--- src/hdl/btq_pkg.sv ---
// Package: shared types and codes for the blocked task queue.
package btq_pkg;

    typedef enum logic [2:0] {
        FUNC_PUT_PLAIN = 3'd0,
        FUNC_PUT_SLEEP = 3'd1,
        FUNC_PUT_WAIT  = 3'd2,
        FUNC_GET       = 3'd3,
        FUNC_TICK      = 3'd4,
        FUNC_MARK      = 3'd5,
        FUNC_CLEAR     = 3'd6,
        FUNC_NOP       = 3'd7
    } func_t;

    typedef enum logic [1:0] {
        KIND_PLAIN = 2'd0,
        KIND_SLEEP = 2'd1,
        KIND_WAIT  = 2'd2,
        KIND_NONE  = 2'd3
    } kind_t;

    typedef enum logic [1:0] {
        ST_DEQUEUED = 2'd0,
        ST_WOKEN    = 2'd1,
        ST_EMPTY    = 2'd2,
        ST_FULL     = 2'd3
    } status_t;

    typedef enum logic [1:0] {
        S_IDLE,
        S_WALK,
        S_EMIT,
        S_CLEAR
    } state_t;

    typedef struct packed {
        logic [7:0]  task_id;
        kind_t       kind;
        logic [15:0] ticks;
        logic [7:0]  awaited;
    } entry_t;

    // input item
    typedef struct packed {
        func_t       func;
        logic [7:0]  task_id;
        logic [15:0] sleep_ticks;
        logic [7:0]  awaited_id;
    } req_t;

    // result item
    typedef struct packed {
        logic [7:0] out_id;
        status_t    status;
        logic       last;
    } rsp_t;

    // control from the sequencer to every cell
    typedef struct packed {
        logic load;   // write new entry at the tail cell
        logic pop;    // shift everything toward the head
        logic rot;    // rotate: head leaves, re-enters at the tail unless dropped
        logic keep;   // rotating head is kept
    } cell_ctl_t;

endpackage

--- src/hdl/btq_cell.sv ---
// Cell: one queue slot, shifting toward the head on pop or rotate.
module btq_cell (
    input  logic                clk,
    input  btq_pkg::cell_ctl_t  ctl,
    input  logic                is_tail,    // this slot takes a load
    input  logic                is_rot_dst, // this slot takes the rotated head
    input  btq_pkg::entry_t     new_entry,
    input  btq_pkg::entry_t     head_entry,
    input  btq_pkg::entry_t     from_next,
    output btq_pkg::entry_t     value
);
    btq_pkg::entry_t entry_reg;
    btq_pkg::entry_t entry_next;

    always_comb
    begin
        entry_next = entry_reg;
        if (ctl.load && is_tail)
        begin
            entry_next = new_entry;
        end
        else if (ctl.rot && ctl.keep && is_rot_dst)
        begin
            entry_next = head_entry;
        end
        else if (ctl.pop || ctl.rot)
        begin
            entry_next = from_next;
        end
    end

    always_ff @(posedge clk)
    begin
        entry_reg <= entry_next;
    end

    assign value = entry_reg;
endmodule

--- config.mk ---
export PLATFORM = sky130hd
export DESIGN_NAME = btq_cell
export DESIGN_NICKNAME = d
export VERILOG_FILES = /design/src/hdl/btq_pkg.sv /design/src/hdl/btq_cell.sv
export SDC_FILE = /design/constraint.sdc
export NUM_CORES = 1
export LEC_CHECK = 0
export ABC_AREA = 1
export BUFFER_PORTS_ARGS = -buffer_cell sky130_fd_sc_hd__buf_2
export CAP_MARGIN = 20
export CORE_UTILIZATION = 45
export DETAILED_ROUTE_END_ITERATION = 6
export PLACE_DENSITY = 0.85
export SLEW_MARGIN = 20
export SYNTH_ARGS = -nofsm -noshare
export SYNTH_HDL_FRONTEND = slang
export SYNTH_SLANG_ARGS = --single-unit
--- constraint.sdc ---
create_clock -name clk -period 4.3 [get_ports clk]
set_input_delay 0.86 -clock clk [delete_from_list [all_inputs] [get_ports clk]]
set_output_delay 0.86 -clock clk [all_outputs]
set_load 0.01 [all_outputs]
[Word-level counts from Yosys, hierarchy flattened]
Cells that the tools add are included.
Cells by class
  muxes and demuxes: 3
  reduce and logical (&&, ||, !) cells: 5
Operators by type and width (count)
  two-way mux 34 bit: 3
  logical AND 1 bit: 3
  nonzero test 3 bit: 1
  logical OR 1 bit: 1
Storage, ports and cells
  logic and storage cells: 12
  bits of input ports: 109
  bits in registers: 34

[Depth between registers and ports, before layout]
Gate-level depths: netlist of run 1.
  depth after elaboration: 4
  gate-level depth with buffers: 6
  mapped depth without buffers: 4

[Least setup slack after synthesis of run 1]
OpenSTA, ideal clock, no wires.
  kind: in2reg
  from: input port ctl[3] (netlist bit)
  to: register entry_reg, in the netlist value[0], enable pin
  slack: 1900 ps
  path buffers: 1
  setup time: 491 ps
  cell stages on the path: 3
  data arrival time: 1908 ps
  cell sequence: nand2_2 -> buf_1 -> nand2_1
Between the ends
  longest elaborated chain between the ends: 2
RTL lines
  start, declared: line btq_cell.sv:4  | input btq_pkg::cell_ctl_t ctl,
  logical AND 1 bit: line btq_cell.sv:18  | if (ctl.load && is_tail)
  nonzero test 3 bit (no source line)
  end signal, assigned: line btq_cell.sv:34  | entry_reg <= entry_next;
  end, declared: line btq_cell.sv:12  | btq_pkg::entry_t entry_reg;
No other way between the ends.
A chain may end at the register's enable or synchronous reset.

[Worst setup path after layout of run 1]
  from: input port ctl[3] (netlist bit)
  to: register entry_reg, in the netlist value[2], enable pin
The elaborated chain is that of the path after synthesis.

==> results of run 1 <==
-- cell type report --
class	count	area (sq um)
clock buffers	5	68.8
clock inverters	3	11.3
fillers	422	1760
inverters	69	259
multi-input cells	174	797
flip-flops and latches	34	1020
well taps	67	83.8
repair buffers	143	718
-- synthesized netlist by cell type (all sizes together) --
cell type / number / area share, %
nor2: 1 / 0.17
nand3: 35 / 8.5
nand2: 104 / 18
inv: 69 / 12
nand4: 34 / 9.6
buf: 21 / 5.8
edfxtp: 34 / 46
-- cell usage in the layout, fill, tap and decap left out --
cell      synthesis  layout
clkinv_1          0       3
buf_4             3       1
inv_2             1       1
nand3_4           1       1
clkbuf_8          0       5
inv_1            68      68
nand4_1          34      34
nor2_1            1       1
nand2_1         103     103
edfxtp_1         34      34
buf_2            12     142
nand2_2           1       1
nand3_1          34      34
-- power breakdown --
part / leakage [nW] / total, mW / internal, mW / switching, mW
Sequential: 0.352 / 0.426 / 0.416 / 0.0107
Combinational: 1.37 / 0.211 / 0.0902 / 0.121
Clock: 0.0407 / 0.218 / 0.108 / 0.110
-- worst max-delay path: cells and delay by family --
family | cells | cell delay (ps)
simple gates | 2 | 1130
buf+inv | 2 | 520
-- metrics by stage --
| step | area [sq um] | setup WS, ps |
|---|---|---|
| 4_1_cts | 2960 | 1760 |
| 3_5_place_dp | 2880 | 1470 |
| 2_1_floorplan | 2200 | 1900 |
| 5_1_grt | 2960 | 1640 |
| 6_report | 2960 | 1790 |
| 3_3_place_gp | 2880 | 1500 |
-- cells by family (layout without fill, tap and decap cells) --
logic type    count (synthesis)  in the layout
buf+inv                      90            220
simple gates                174            174
flops                        34             34
-- per-layer routing --
layer / vias to the layer above / share of wire, % / track usage (%)
met1: 982 / 41 / 24.8
met4: 0 / 1.0 / 7.63
met3: 6 / 10 / 7.64
met5: - / 0 / 0
met2: 139 / 48 / 38.7
li1: 1201 / - / -
-- worst paths after layout --
check | to | slack (ps) | depth (start not counted)
max | value[2] | 1790 | 4
min | value[5] | 850 | 3
==> impl_metrics.ini, run 1 <==
[routing]
drt_iter0_markers = 122
post-route-drc-count = 0
postRouteAntennaNets = 0
wl_um = 5820
routed-via-count = 2328
routedWlPerCell_um = 11.8
via_per_inst = 4.70
first_pass_iters = 4

[critical_path]
cp-startpoint = ctl[3]
endpoint_kind = register
cpMaxStageDelayCell = nand2_1
critPathLaunchType = primary input
crit_type = in2reg
crit_arrival_ps = 2540
slowest_delay_ps = 630
worstPathCellList = buf_2, nand2_2, nand2_1, buf_4
path_max_fanout = 36
required_ps = 4320

[floorplan]
dieArea_sq_um = 5180
die_w_um = 72.0
dieHeight_um = 72.0
rows = 25
ioPinCount = 143
core-area_sq_um = 4720
initial_core_util_pct = 46.7

[finish]
final_net_count = 536
largest_reg_flops = 34
postLayoutCoreUtil_pct = 62.6
drive_gt1_share_pct = 35.3
insertedDiodeCount = 0
stdcell_count = 495
syn2layout_area_growth_pct = 34.2

[global_route]
antenna_found_initial = 0
grt_max_degree = 37
grt_pass1_vias = 2055
gr-total-overflow = 0
grt_pass1_wl_um = 8780
grt.total_usage_pct = 22.0

[sta]
finalSetupTns_ps = 0
rsz0062_at_grt = false
period_needed_ps = 2510
relSlewSlack_pct = 50.2
max_slew.worst_pin.slew_ps = 745
finalMaxSlewViolations = 0
hold_viol_final = 0
setup_viol = 0
fmax_mhz = 398
hold_slack_ps = 852
fin_crit_sh_pct = 58.4

[outcome]
status = completed

[yosys]
synth_mux_area_share_pct = 0
synth_fa_ha_area_share_pct = 0
postSynthAreaPerCell_sq_um = 7.40
synthDistinctLibCells = 13
synth_area_sq_um = 2200
synth-simple-area-share_pct = 36.2
yosysWarnings = 0
synth_compound_area_share_pct = 0
ys_seq_area_share_pct = 46.3
syn-num-nets = 407
synth_xor_area_share_pct = 0
syn_inst = 298
synth_top_family_by_area = simple AND/OR/NAND/NOR gates
synth-seq-cells = 34

[clock_tree]
cts_tree = done
cts_buffers = 5
htree_levels = 2
clkSlewWorstSetupHoldPaths_ps = 70
root_buffer = clkbuf_8
hold_buffers = 0
post-cts-setup-buffers = 0
cts_buffer_depth = 2
cts.sinks = 34
ctsResizeCount = 0

[power_and_ir_drop]
peakVddDrop_v = 0.000134
total_power_uw = 855
powerDensity_nw_per_um2 = 289
leakagePower_nw = 1.76

[worst_hold_path]
hp-class = in2reg
hold_path.startpoint = new_entry[5]

[placed_design]
dp_hpwl_um = 4000
dp.cells = 487
gp_congestion = 0.781
io_buffers = 142

[job]
maxCapViolCount = 0
Note: power is estimated with default switching activity, not from simulation.
==> inputs of run 2 (changes only) <==
--- a/config.mk
+++ b/config.mk
@@ -8,9 +8,9 @@
 export ABC_AREA = 1
 export BUFFER_PORTS_ARGS = -buffer_cell sky130_fd_sc_hd__buf_2
 export CAP_MARGIN = 20
-export CORE_UTILIZATION = 45
+export CORE_UTILIZATION = 38
 export DETAILED_ROUTE_END_ITERATION = 6
-export PLACE_DENSITY = 0.85
+export PLACE_DENSITY = 0.76
 export SLEW_MARGIN = 20
 export SYNTH_ARGS = -nofsm -noshare
 export SYNTH_HDL_FRONTEND = slang
==> constraint.sdc (replaced) <==
create_clock -name clk -period 2.21 [get_ports clk]
set_input_delay 0.442 -clock clk [delete_from_list [all_inputs] [get_ports clk]]
set_output_delay 0.442 -clock clk [all_outputs]
set_load 0.01 [all_outputs]
==> run 2 against run 1 <==
Non-clock buffer count up 6. Critical endpoint is now value[32]. Largest cell class unchanged. Clock power increased by 93%. Via count increased by 1.5%. Sequential cell count stayed put. Utilization decreased by 8.4 points. Count of clock-buffer cells in the layout increased by 2. Power is 95% higher. Cell area up 1.6%. Critical path depth increased by 1. Combinational power up 98%. Wire length rose by 7.1%.
==> impl_metrics.ini, run 2 (synthesis results as in run 1) <==
[outcome]
status = completed

[sta]
finalMaxSlewViolations = 0
finalSetupTns_ps = 0
rsz0062_at_grt = false
relSlewSlack_pct = 60.3
setup_viol = 0
fin_crit_sh_pct = 64.9
period_needed_ps = 1430
max_slew.worst_pin.slew_ps = 595
hold_viol_final = 0
fmax_mhz = 697

[clock_tree]
post-cts-setup-buffers = 0
root_buffer = clkbuf_8
cts_tree = done
htree_levels = 2
cts_buffer_depth = 2
ctsResizeCount = 0
cts.sinks = 34
clkSlewWorstSetupHoldPaths_ps = 60
cts_buffers = 5
hold_buffers = 0

[floorplan]
initial_core_util_pct = 39.8
ioPinCount = 143
die_w_um = 78.2
rows = 27
dieArea_sq_um = 6110
dieHeight_um = 78.2
core-area_sq_um = 5540

[critical_path]
cpMostUsedCell = nand2_1
worstPathCellList = buf_2, nand3_4, nand2_1, nand3_1, nand2_1
required_ps = 2350
path_max_fanout = 34
crit_arrival_ps = 1580
cpMaxStageDelayCell = nand3_4
slowest_delay_ps = 420
crit_type = in2reg
endpoint_kind = register
critPathLaunchType = primary input

[finish]
drive_gt1_share_pct = 36.3
syn2layout_area_growth_pct = 36.4
final_net_count = 542
final_cell_mix = buf_2, nand2_1, inv_1
stdcell_count = 505
insertedDiodeCount = 0
largest_reg_flops = 34
layout_commonest_cell = buf_2

[routing]
routedWlPerCell_um = 12.3
first_pass_iters = 5
postRouteAntennaNets = 0
via_per_inst = 4.68
drt_iter0_markers = 123
post-route-drc-count = 0
routed-via-count = 2364
wl_um = 6230

[placed_design]
dp_hpwl_um = 4460
io_buffers = 142
dp.cells = 498
gp_congestion = 0.754

[worst_hold_path]
hp-class = in2reg

[power_and_ir_drop]
leakagePower_nw = 1.79
peakVddDrop_v = 0.000263
powerDensity_nw_per_um2 = 555

[global_route]
gr-total-overflow = 0
grt_pass1_vias = 2203
grt.total_usage_pct = 20.4
grt_max_degree = 35
grt_pass1_wl_um = 9650
antenna_found_initial = 0

[job]
maxCapViolCount = 0
run 2: final cells by class:
type                    count  area, sq um
fillers                   559         2530
repair buffers            149          763
inverters                  69          259
multi-input cells         174          797
well taps                  72         90.1
flip-flops and latches     34         1020
clock buffers               7         76.3
run 2: routing by layer:
metal	vias up	global-route usage (%)	wire length (um)
li1	1212	-	-
met5	-	0	0
met2	99	37.0	3140
met3	4	5.23	438
met1	1049	22.9	2600
met4	0	7.41	46
run 2: power breakdown:
group          internal, mW  total [mW]  switching [mW]
logic                 0.183       0.418           0.236
clock network         0.217       0.421           0.205
registers             0.809       0.830          0.0214
total                  1.21        1.67           0.462
run 2: path summary, 6_finish.rpt:
kind	from	to	slack, ps	cells after the start
worst max-delay path	ctl[0]	value[32]	780	5
worst min-delay path	new_entry[26]	value[26]	440	3
run 2: critical path: cells and delay by family:
kind	cells	cell delay, ps
buffers and inverters	1	340
AND/OR/NAND/NOR	4	770
run 2: per-stage QoR:
| stage | hold WS (ps) | setup slack [ps] | area (sq um) | power [mW] | utilization (%) |
|---|---|---|---|---|---|
| 4_1_cts | 426 | 786 | 3010 | 1.69 | 54.3 |
| 2_1_floorplan | 628 | 228 | 2200 | 1.06 | - |
| 6_report | 436 | 776 | 3010 | 1.67 | 54.3 |
| 3_5_place_dp | 719 | 493 | 2930 | 1.26 | 52.9 |
| 3_3_place_gp | 715 | 569 | 2930 | 1.25 | 52.9 |
| 5_1_grt | 433 | 660 | 3010 | 1.76 | 54.3 |
